**src/sv/rps_pkg.sv**
```systemverilog
`timescale 1ns / 1ps

package rps_pkg;

    localparam int MAX_SIZE = 256;
    localparam int IDX_W    = $clog2(MAX_SIZE);
    localparam int VAL_W    = IDX_W + 1;
    localparam int WORD_W   = 31;
    localparam int STEP_W   = $clog2(WORD_W);

    typedef enum logic [2:0] {
        ST_IDLE,
        ST_DIV,
        ST_RD_I,
        ST_RD_J,
        ST_WR_I,
        ST_DONE
    } t_state;

    // start request for the remainder unit
    typedef struct packed {
        logic              start;
        logic [WORD_W-1:0] dividend;
        logic [VAL_W-1:0]  divisor;
    } t_div_req;

endpackage

```
**src/sv/rps_in_if.sv**
```systemverilog
`timescale 1ns / 1ps

interface rps_in_if import rps_pkg::*; ();
    logic              valid;
    logic              ready;
    logic [WORD_W-1:0] random_word;

    modport source (output valid, output random_word, input ready);
    modport sink (input valid, input random_word, output ready);
endinterface

```
**src/sv/rps_out_if.sv**
```systemverilog
`timescale 1ns / 1ps

interface rps_out_if import rps_pkg::*; ();
    logic             valid;
    logic             ready;
    logic [VAL_W-1:0] value;
    logic [IDX_W-1:0] position;
    logic             last_of_perm;

    modport source (output valid, output value, output position, output last_of_perm,
                    input ready);
    modport sink (input valid, input value, input position, input last_of_perm,
                  output ready);
endinterface

```
**src/sv/rps_cfg_if.sv**
```systemverilog
`timescale 1ns / 1ps

interface rps_cfg_if import rps_pkg::*; ();
    logic             valid;
    logic             ready;
    logic [VAL_W-1:0] perm_size;

    modport source (output valid, output perm_size, input ready);
    modport sink (input valid, input perm_size, output ready);
endinterface

```
**src/sv/rps_mod_unit.sv**
```systemverilog
`timescale 1ns / 1ps

// Restoring remainder, one dividend bit per cycle.
module rps_mod_unit import rps_pkg::*; (
    input  logic             i_clk,
    input  logic             i_rst_n,
    input  t_div_req         i_req,
    output logic             o_done,
    output logic [VAL_W-1:0] o_remainder
);

    logic              r_busy;
    logic [STEP_W-1:0] r_cnt;
    logic [WORD_W-1:0] r_word;
    logic [VAL_W-1:0]  r_rem;
    logic [VAL_W-1:0]  r_div;
    logic              r_done;

    logic [VAL_W:0]    n_trial;
    logic [VAL_W-1:0]  n_rem;

    always_comb begin
        n_trial = {r_rem, r_word[WORD_W-1]};
        if (n_trial >= {1'b0, r_div}) begin
            n_rem = VAL_W'(n_trial - {1'b0, r_div});
        end else begin
            n_rem = n_trial[VAL_W-1:0];
        end
    end

    always_ff @(posedge i_clk) begin
        if (!i_rst_n) begin
            r_busy <= 1'b0;
            r_done <= 1'b0;
            r_cnt  <= '0;
        end else begin
            r_done <= !i_req.start && r_busy && (r_cnt == STEP_W'(WORD_W - 1));
            if (i_req.start) begin
                r_busy <= 1'b1;
                r_cnt  <= '0;
            end else if (r_busy) begin
                r_cnt <= r_cnt + 1'b1;
                if (r_cnt == STEP_W'(WORD_W - 1)) begin
                    r_busy <= 1'b0;
                end
            end
        end
    end

    always_ff @(posedge i_clk) begin
        if (i_req.start) begin
            r_word <= i_req.dividend;
            r_div  <= i_req.divisor;
            r_rem  <= '0;
        end else if (r_busy) begin
            r_word <= {r_word[WORD_W-2:0], 1'b0};
            r_rem  <= n_rem;
        end
    end

    assign o_done      = r_done;
    assign o_remainder = r_rem;

endmodule

```
**src/sv/random_permutation_shuffle.sv**
```systemverilog
`timescale 1ns / 1ps

// Channel   Dir  Payload                          Transfer
// i_item    in   random_word[30:0]                valid & ready
// o_result  out  value[8:0] position[7:0] last    valid & ready
// i_cfg     in   perm_size[8:0]                   valid & ready
//
// One item holds the block from one input transfer to the next: the accept
// cycle, the divide step (31 dividend bits, one per cycle, then the done
// flag), then 4 steps on the slot memory (read i, read j, write i, write j).
// The result is loaded into the output register as the item leaves its last step.
// Reset (i_rst_n low, synchronous) sets the size to 256, position 0 and marks
// every slot unwritten; the slot memory itself needs no clearing.
// A result waits in the output register; a stalled sink holds the block in its
// last step only once the next item has finished. A pending size write takes
// priority over a new item and waits for the output register to drain.
module random_permutation_shuffle import rps_pkg::*; (
    input  logic     i_clk,
    input  logic     i_rst_n,
    rps_in_if.sink   i_item,
    rps_out_if.source o_result,
    rps_cfg_if.sink  i_cfg
);

    t_state r_state, n_state;

    logic [VAL_W-1:0]    r_size;
    logic [IDX_W-1:0]    r_pos;
    logic [MAX_SIZE-1:0] r_slot_ok;   // slot written in current permutation
    logic [VAL_W-1:0]    r_slot_mem [MAX_SIZE];
    logic [VAL_W-1:0]    r_mem_q;
    logic [IDX_W-1:0]    r_j;
    logic [VAL_W-1:0]    r_a;
    logic [VAL_W-1:0]    r_b;

    logic             r_out_valid;
    logic [VAL_W-1:0] r_out_value;
    logic [IDX_W-1:0] r_out_pos;
    logic             r_out_last;

    logic [VAL_W-1:0] eff_n;
    logic [VAL_W-1:0] rem_cnt;
    logic             is_last;
    logic             cfg_xfer;
    logic             in_xfer;

    t_div_req         div_req;
    logic             div_done;
    logic [VAL_W-1:0] div_rem;

    logic             mem_we;
    logic [IDX_W-1:0] mem_waddr;
    logic [VAL_W-1:0] mem_wdata;
    logic [IDX_W-1:0] mem_raddr;
    logic [VAL_W-1:0] b_now;
    logic             set_i;
    logic             set_j;
    logic             retire;

    // size 0 acts as 1, anything past the store acts as the store size
    always_comb begin
        if (r_size == '0) begin
            eff_n = VAL_W'(1);
        end else if (r_size > VAL_W'(MAX_SIZE)) begin
            eff_n = VAL_W'(MAX_SIZE);
        end else begin
            eff_n = r_size;
        end
    end

    assign rem_cnt  = eff_n - {1'b0, r_pos};
    assign is_last  = ({1'b0, r_pos} + 1'b1) == eff_n;

    // size write wins over an item offered in the same cycle
    assign i_item.ready = (r_state == ST_IDLE) && !i_cfg.valid;
    assign i_cfg.ready  = (r_state == ST_IDLE) && !r_out_valid;
    assign in_xfer      = i_item.valid && i_item.ready;
    assign cfg_xfer     = i_cfg.valid && i_cfg.ready;

    assign div_req.start    = in_xfer;
    assign div_req.dividend = i_item.random_word;
    assign div_req.divisor  = rem_cnt;

    rps_mod_unit u_mod (
        .i_clk       (i_clk),
        .i_rst_n     (i_rst_n),
        .i_req       (div_req),
        .o_done      (div_done),
        .o_remainder (div_rem)
    );

    // unwritten slot reads as its identity value k+1
    assign b_now = r_slot_ok[r_j] ? r_mem_q : ({1'b0, r_j} + 1'b1);

    always_comb begin
        n_state   = r_state;
        mem_we    = 1'b0;
        mem_waddr = r_pos;
        mem_wdata = b_now;
        mem_raddr = r_pos;
        set_i     = 1'b0;
        set_j     = 1'b0;
        retire    = 1'b0;
        case (r_state)
            ST_IDLE: begin
                if (in_xfer) begin
                    n_state = ST_DIV;
                end
            end
            ST_DIV: begin
                if (div_done) begin
                    n_state = ST_RD_I;
                end
            end
            ST_RD_I: begin
                mem_raddr = r_pos;
                n_state   = ST_RD_J;
            end
            ST_RD_J: begin
                mem_raddr = r_j;
                n_state   = ST_WR_I;
            end
            ST_WR_I: begin
                mem_we    = 1'b1;
                mem_waddr = r_pos;
                mem_wdata = b_now;
                set_i     = 1'b1;
                n_state   = ST_DONE;
            end
            ST_DONE: begin
                // repeated while the output register is full; same data each time
                mem_we    = 1'b1;
                mem_waddr = r_j;
                mem_wdata = r_a;
                set_j     = 1'b1;
                if (!r_out_valid || o_result.ready) begin
                    retire  = 1'b1;
                    n_state = ST_IDLE;
                end
            end
            default: begin
                n_state = ST_IDLE;
            end
        endcase
    end

    always_ff @(posedge i_clk) begin
        if (!i_rst_n) begin
            r_state <= ST_IDLE;
        end else begin
            r_state <= n_state;
        end
    end

    always_ff @(posedge i_clk) begin
        if (mem_we) begin
            r_slot_mem[mem_waddr] <= mem_wdata;
        end
        r_mem_q <= r_slot_mem[mem_raddr];
    end

    // datapath captures
    always_ff @(posedge i_clk) begin
        if (r_state == ST_DIV && div_done) begin
            r_j <= IDX_W'({1'b0, r_pos} + div_rem);
        end
        if (r_state == ST_RD_J) begin
            r_a <= r_slot_ok[r_pos] ? r_mem_q : ({1'b0, r_pos} + 1'b1);
        end
        if (r_state == ST_WR_I) begin
            r_b <= b_now;
        end
    end

    // size, position and slot-written bits
    always_ff @(posedge i_clk) begin
        if (!i_rst_n) begin
            r_size    <= VAL_W'(MAX_SIZE);
            r_pos     <= '0;
            r_slot_ok <= '0;
        end else if (cfg_xfer) begin
            r_size    <= i_cfg.perm_size;
            r_pos     <= '0;
            r_slot_ok <= '0;
        end else if (retire && is_last) begin
            // new permutation: everything reads as identity again
            r_pos     <= '0;
            r_slot_ok <= '0;
        end else begin
            if (set_i) begin
                r_slot_ok[r_pos] <= 1'b1;
            end
            if (set_j) begin
                r_slot_ok[r_j] <= 1'b1;
            end
            if (retire) begin
                r_pos <= r_pos + 1'b1;
            end
        end
    end

    // output register
    always_ff @(posedge i_clk) begin
        if (!i_rst_n) begin
            r_out_valid <= 1'b0;
        end else if (retire) begin
            r_out_valid <= 1'b1;
        end else if (o_result.ready) begin
            r_out_valid <= 1'b0;
        end
    end

    always_ff @(posedge i_clk) begin
        if (retire) begin
            r_out_value <= r_b;
            r_out_pos   <= r_pos;
            r_out_last  <= is_last;
        end
    end

    assign o_result.valid        = r_out_valid;
    assign o_result.value        = r_out_value;
    assign o_result.position     = r_out_pos;
    assign o_result.last_of_perm = r_out_last;

    // once an item is taken, no other is taken until it retires
    a_busy_after_accept: assert property (@(posedge i_clk) disable iff (!i_rst_n)
        in_xfer |=> !i_item.ready)
        else $error("item accepted while previous item in flight");

    // remainder unit finishes only while the sequencer waits on it
    a_div_done_in_div: assert property (@(posedge i_clk) disable iff (!i_rst_n)
        div_done |-> (r_state == ST_DIV))
        else $error("remainder done outside divide step");

    // last flag agrees with position and size
    a_last_flag: assert property (@(posedge i_clk) disable iff (!i_rst_n)
        o_result.valid |->
            (o_result.last_of_perm == (({1'b0, o_result.position} + 1'b1) == eff_n)))
        else $error("last flag does not match position");

    // emitted value stays within 1..N
    a_value_range: assert property (@(posedge i_clk) disable iff (!i_rst_n)
        o_result.valid |-> (o_result.value != '0) && (o_result.value <= eff_n))
        else $error("value out of range");

endmodule
```
**src/flat_wrapper.sv**
```systemverilog
// flat-port wrapper written by rule: the top's interface ports become plain ports
module random_permutation_shuffle_flat import rps_pkg::*;
  (i_clk, i_rst_n, i_item_valid, i_item_random_word, i_item_ready, o_result_valid, o_result_value, o_result_position, o_result_last_of_perm, o_result_ready, i_cfg_valid, i_cfg_perm_size, i_cfg_ready);
  rps_in_if i_item_i ();
  rps_out_if o_result_i ();
  rps_cfg_if i_cfg_i ();
  input  logic i_clk;
  input  logic i_rst_n;
  input wire logic [$bits(i_item_i.valid)-1:0] i_item_valid;
  input wire logic [$bits(i_item_i.random_word)-1:0] i_item_random_word;
  output wire logic [$bits(i_item_i.ready)-1:0] i_item_ready;
  output wire logic [$bits(o_result_i.valid)-1:0] o_result_valid;
  output wire logic [$bits(o_result_i.value)-1:0] o_result_value;
  output wire logic [$bits(o_result_i.position)-1:0] o_result_position;
  output wire logic [$bits(o_result_i.last_of_perm)-1:0] o_result_last_of_perm;
  input wire logic [$bits(o_result_i.ready)-1:0] o_result_ready;
  input wire logic [$bits(i_cfg_i.valid)-1:0] i_cfg_valid;
  input wire logic [$bits(i_cfg_i.perm_size)-1:0] i_cfg_perm_size;
  output wire logic [$bits(i_cfg_i.ready)-1:0] i_cfg_ready;
  assign i_item_i.valid = i_item_valid;
  assign i_item_i.random_word = i_item_random_word;
  assign i_item_ready = i_item_i.ready;
  assign o_result_valid = o_result_i.valid;
  assign o_result_value = o_result_i.value;
  assign o_result_position = o_result_i.position;
  assign o_result_last_of_perm = o_result_i.last_of_perm;
  assign o_result_i.ready = o_result_ready;
  assign i_cfg_i.valid = i_cfg_valid;
  assign i_cfg_i.perm_size = i_cfg_perm_size;
  assign i_cfg_ready = i_cfg_i.ready;
  random_permutation_shuffle u_core (.i_clk(i_clk), .i_rst_n(i_rst_n), .i_item(i_item_i), .o_result(o_result_i), .i_cfg(i_cfg_i));
endmodule
```
**config.mk**
```make
export PLATFORM = sky130hd
export DESIGN_NAME = random_permutation_shuffle_flat
export DESIGN_NICKNAME = d
export VERILOG_FILES = /design/src/sv/rps_pkg.sv /design/src/sv/rps_in_if.sv /design/src/sv/rps_out_if.sv /design/src/sv/rps_cfg_if.sv /design/src/sv/rps_mod_unit.sv /design/src/sv/random_permutation_shuffle.sv /design/src/flat_wrapper.sv
export SDC_FILE = /design/constraint.sdc
export NUM_CORES = 2
export LEC_CHECK = 0
export ABC_AREA = 1
export BUFFER_PORTS_ARGS = -buffer_cell sky130_fd_sc_hd__buf_2
export CORE_AREA = 10 10 616 679
export CTS_CLUSTER_SIZE = 16
export DETAILED_ROUTE_END_ITERATION = 10
export DIE_AREA = 0 0 626 689
export PLACE_DENSITY_LB_ADDON = 0.08
export RECOVER_POWER = 50
export SYNTH_ARGS = -nofsm -noshare
export SYNTH_HDL_FRONTEND = slang
export SYNTH_SLANG_ARGS = --single-unit
```
**constraint.sdc**
```tcl
create_clock -name i_clk -period 8.4 [get_ports i_clk]
set_input_delay 0.84 -clock i_clk [delete_from_list [all_inputs] [get_ports i_clk]]
set_output_delay 0.84 -clock i_clk [all_outputs]
set_load 0.03 [all_outputs]
```
==> results_dict.tcl <==
set metrics [dict create \
    status "finished, violations left" \
    violations "max-capacitance violations, max-slew violations" \
    clkLatencyLatePin_ns 0.97 \
    avgSynthCellArea_um2 9.82 \
    synth_seq_cells 2690 \
    initial_core_util 0.299 \
    hpwlAfterDp_mm 248 \
    grt_pass1_vias 84400 \
    finClkSkew_ns 0.0800 \
    cp.arrival_ns 7.51 \
    rsz0062_at_grt "false" \
    slew_violations 271 \
    p_switching_uw 6280 \
    critPathCapture "u_core.r_slot_mem[231][4]" \
    h-tree-depth 5 \
    drt_drc_violations_left 0 \
    startpoint_type "flop" \
    nets 12200 \
    wl_mm 438 \
    hold_start "i_item_random_word[16]" \
    hold_viol_final 0 \
    cts_tree "built" \
    period_needed_ns 7.00 \
    cts-resized-gates 0 \
    post_cts_buffers 0 \
    synth.yosys.seq_area_share 0.644 \
    clk_pin_slew_ns 0.06 \
    p_per_area_nw_per_um2 211 \
    max-clock-path-buffers 4 \
    grt_max_degree 190 \
    grt-ovfl-total 0 \
    vdd_drop_max_v 0.000152 \
    drv_cap 8 \
    routed_via_density 4.94 \
    core_area_um2 404000 \
    cp_max_fo 30 \
    die_x_um 626 \
    yosys_warnings 0 \
    critPathCaptureType "flop" \
    die_y_um 689 \
    clock-root-buffer "clkbuf_16" \
    setup_viol 0 \
    layout-drive-gt1-share 0.0601 \
    boundaryPins 66 \
    intPower_uw 22500 \
    switching_share 0.218 \
    power_frac_clock 0.474 \
    hold_class "in2reg" \
    num_vias 87500 \
    grt_usage 0.195 \
    grt_pass1_wl_mm 624 \
    fin_hold_ws_ns 0.157 \
    port_buffers 65 \
    critical_path_class "reg2reg" \
    r2r_end "u_core.r_slot_mem[231][4]" \
    p_comb_frac 0.022 \
    die_area_um2 431000 \
    numCtsBuffers 319 \
    power.total_uw 28800 \
    tightest_slew_ns 2.38 \
    yosys.area.top_type "edfxtp_1" \
    drt_first_pass_iters 6 \
    syn2layout_area_growth_pct 12.7 \
    core.rowCount 245 \
    detail_route.iter0.violations 7881 \
    slew_headroom -0.590 \
    rrSetupSlack_ns 1.40 \
    wl_per_cell_um 24.7 \
    yosysUniqueCellTypes 45 \
    netlist_area_um2 121000 \
    synth_nets 12400 \
    gp_congestion 0.810 \
    period_share 0.834 \
    ff2ff_path_depth 11 \
    p_leak_uw 0.0523 \
    postCtsHoldBufs 0 \
    grt_antenna_before_repair 19 \
    fmax_mhz 143 \
    synth_cells 12300 \
    final.setup.tns_ns 0 \
    clock_sinks 2690 \
    seqPwrFrac 0.504 \
    synth.top_cell.area_share 0.594 \
    crit_start "u_core.r_state[0]" \
    ant_nets 0 \
    r2r-start "u_core.r_state[0]" \
    synth.area.top_cells "edfxtp_1 (59%), nand2_1 (11%), nand3_1 (7.5%), inv_1 (5.1%), dfxtp_1 (5.0%)" \
    cp.required_ns 8.91 \
]
## through the flow
step / setup WS, ns / instance area (um2) / utilization / instances
finish: 1.40 / 136000 / 0.337 / 17700
global route: 1.18 / 136000 / 0.337 / 17700
global placement: 2.54 / 126000 / 0.313 / 17100
CTS: 2.54 / 136000 / 0.338 / 17700
detailed placement: 2.59 / 126000 / 0.313 / 17100
floorplan: 2.58 / 121000 / - / 12300
## cells in the final DEF, fill, tap and decap left out, types with 11 or more instances in the layout
cell,instances
nand2_1,3441
buf_12,38
clkinv_1,63
clkinv_2,54
nand3_1,1821
o211ai_1,275
ha_1,34
clkbuf_8,13
nand2_2,19
edfxtp_1,2388
nor3_2,18
nor2_2,11
clkbuf_16,327
xor2_1,29
inv_1,1657
nor2_1,776
dfxtp_1,301
buf_4,142
a221oi_1,212
bufinv_16,20
a21oi_1,192
buf_2,44
nand2_4,11
nand3b_1,11
o21ai_1,35
clkbuf_1,143
o21ai_0,238
## Yosys cell counts
master,number
o21ai_4,1
nand4_1,9
nand3_1,1821
xnor2_1,10
dfxtp_1,302
or2_2,1
o41ai_1,1
clkinv_1,5
nand2_1,3465
a221oi_1,212
and3_1,1
buf_1,41
buf_2,406
nor2_2,6
o21ai_0,236
a21oi_2,14
a211oi_1,1
inv_2,9
a21oi_1,179
clkbuf_2,1
and2_1,7
a211oi_2,1
o211ai_1,275
nor4_1,1
o21ai_1,39
nor2_1,784
edfxtp_1,2388
nor2_4,4
inv_1,1654
nand2_2,6
clkinv_2,1
buf_4,119
nand3b_1,11
o31ai_1,1
fa_1,3
nor3_1,23
buf_6,21
o21ai_2,4
clkbuf_1,154
ha_1,34
nand3_2,2
nand3_4,1
xor2_1,29
nor3_2,3
o22ai_1,3
## cell type report
class                   count  area, um2
multi-input cells        7188      33000
inverters                1669       6280
fillers                 40800     268000
repair buffers            288       2290
well taps                5310       6640
clock buffers             421       8670
diodes                      3       7.51
clock inverters           150       1340
flip-flops and latches   2690      77800
## critical path: stages (launching register included)
cell and delay, ns:
dfxtp_1 0.47, inv_1 0.15, nor3_1 0.15, clkbuf_1 0.58
inv_1 0.51, clkbuf_1 0.86, o21ai_0 0.90, nand2_1 0.10
nor2_1 0.37, nand2_1 0.80, buf_4 0.58, nor2_1 1.03
## worst min path at each step
stage	end	slack (ns)	cells after the start
after floorplan	u_core.o_result.value[0]	0.40	0
after global placement	u_core.o_result.value[0]	0.41	0
after detailed placement	u_core.o_result.value[0]	0.41	0
after CTS	u_core.u_mod.r_word[16]	0.07	3
after global routing	u_core.u_mod.r_word[16]	0.12	3
final	u_core.u_mod.r_word[16]	0.16	3
## registers in the layout (all words and copies together) (netlist names)
signal,count
u_core.r_size,9
u_core.r_state,3
u_core.u_mod.o_done,1
u_core.r_b,9
u_core.o_result.valid,1
u_core.o_result.last_of_perm,1
u_core.r_mem_q,9
u_core.r_pos,8
u_core.o_result.value,9
u_core.u_mod.r_div,9
u_core.r_slot_ok,256
u_core.u_mod.o_remainder,9
u_core.o_result.position,8
u_core.r_j,8
u_core.u_mod.r_busy,1
u_core.r_slot_mem,2304
u_core.u_mod.r_cnt,5
u_core.r_a,9
u_core.u_mod.r_word,31
## routing by layer
layer  up-vias  routed length, um  global-route usage
met5         -                 23                   0
met4         4              15000              0.0598
li1      40700                  -                   -
met1     43600             190000               0.260
met3       654              22500              0.0258
met2      2652             210000               0.330
## power by group through the flow
stage                     logic [uW]  registers (uW)  clock network [uW]
after floorplan                  438           14700                   0
after global placement           642           14800                   0
after detailed placement         644           14800                   0
after CTS                        648           14500               14000
after global routing             706           14500               14500
final                            635           14500               13600
## logic make-up (layout without fill, tap and decap cells)
logic type / count (synthesis) / count (layout) / synth area share
other cells: 0 / 3 / 0
xor+xnor: 39 / 39 / 0.00283
flops: 2690 / 2690 / 0.644
simple gates: 6145 / 6145 / 0.212
fa+ha+maj: 37 / 37 / 0.00402
compound gates: 967 / 967 / 0.0532
buf+inv: 2411 / 2528 / 0.0842
No activity file was read; power rests on OpenSTA's default activity.
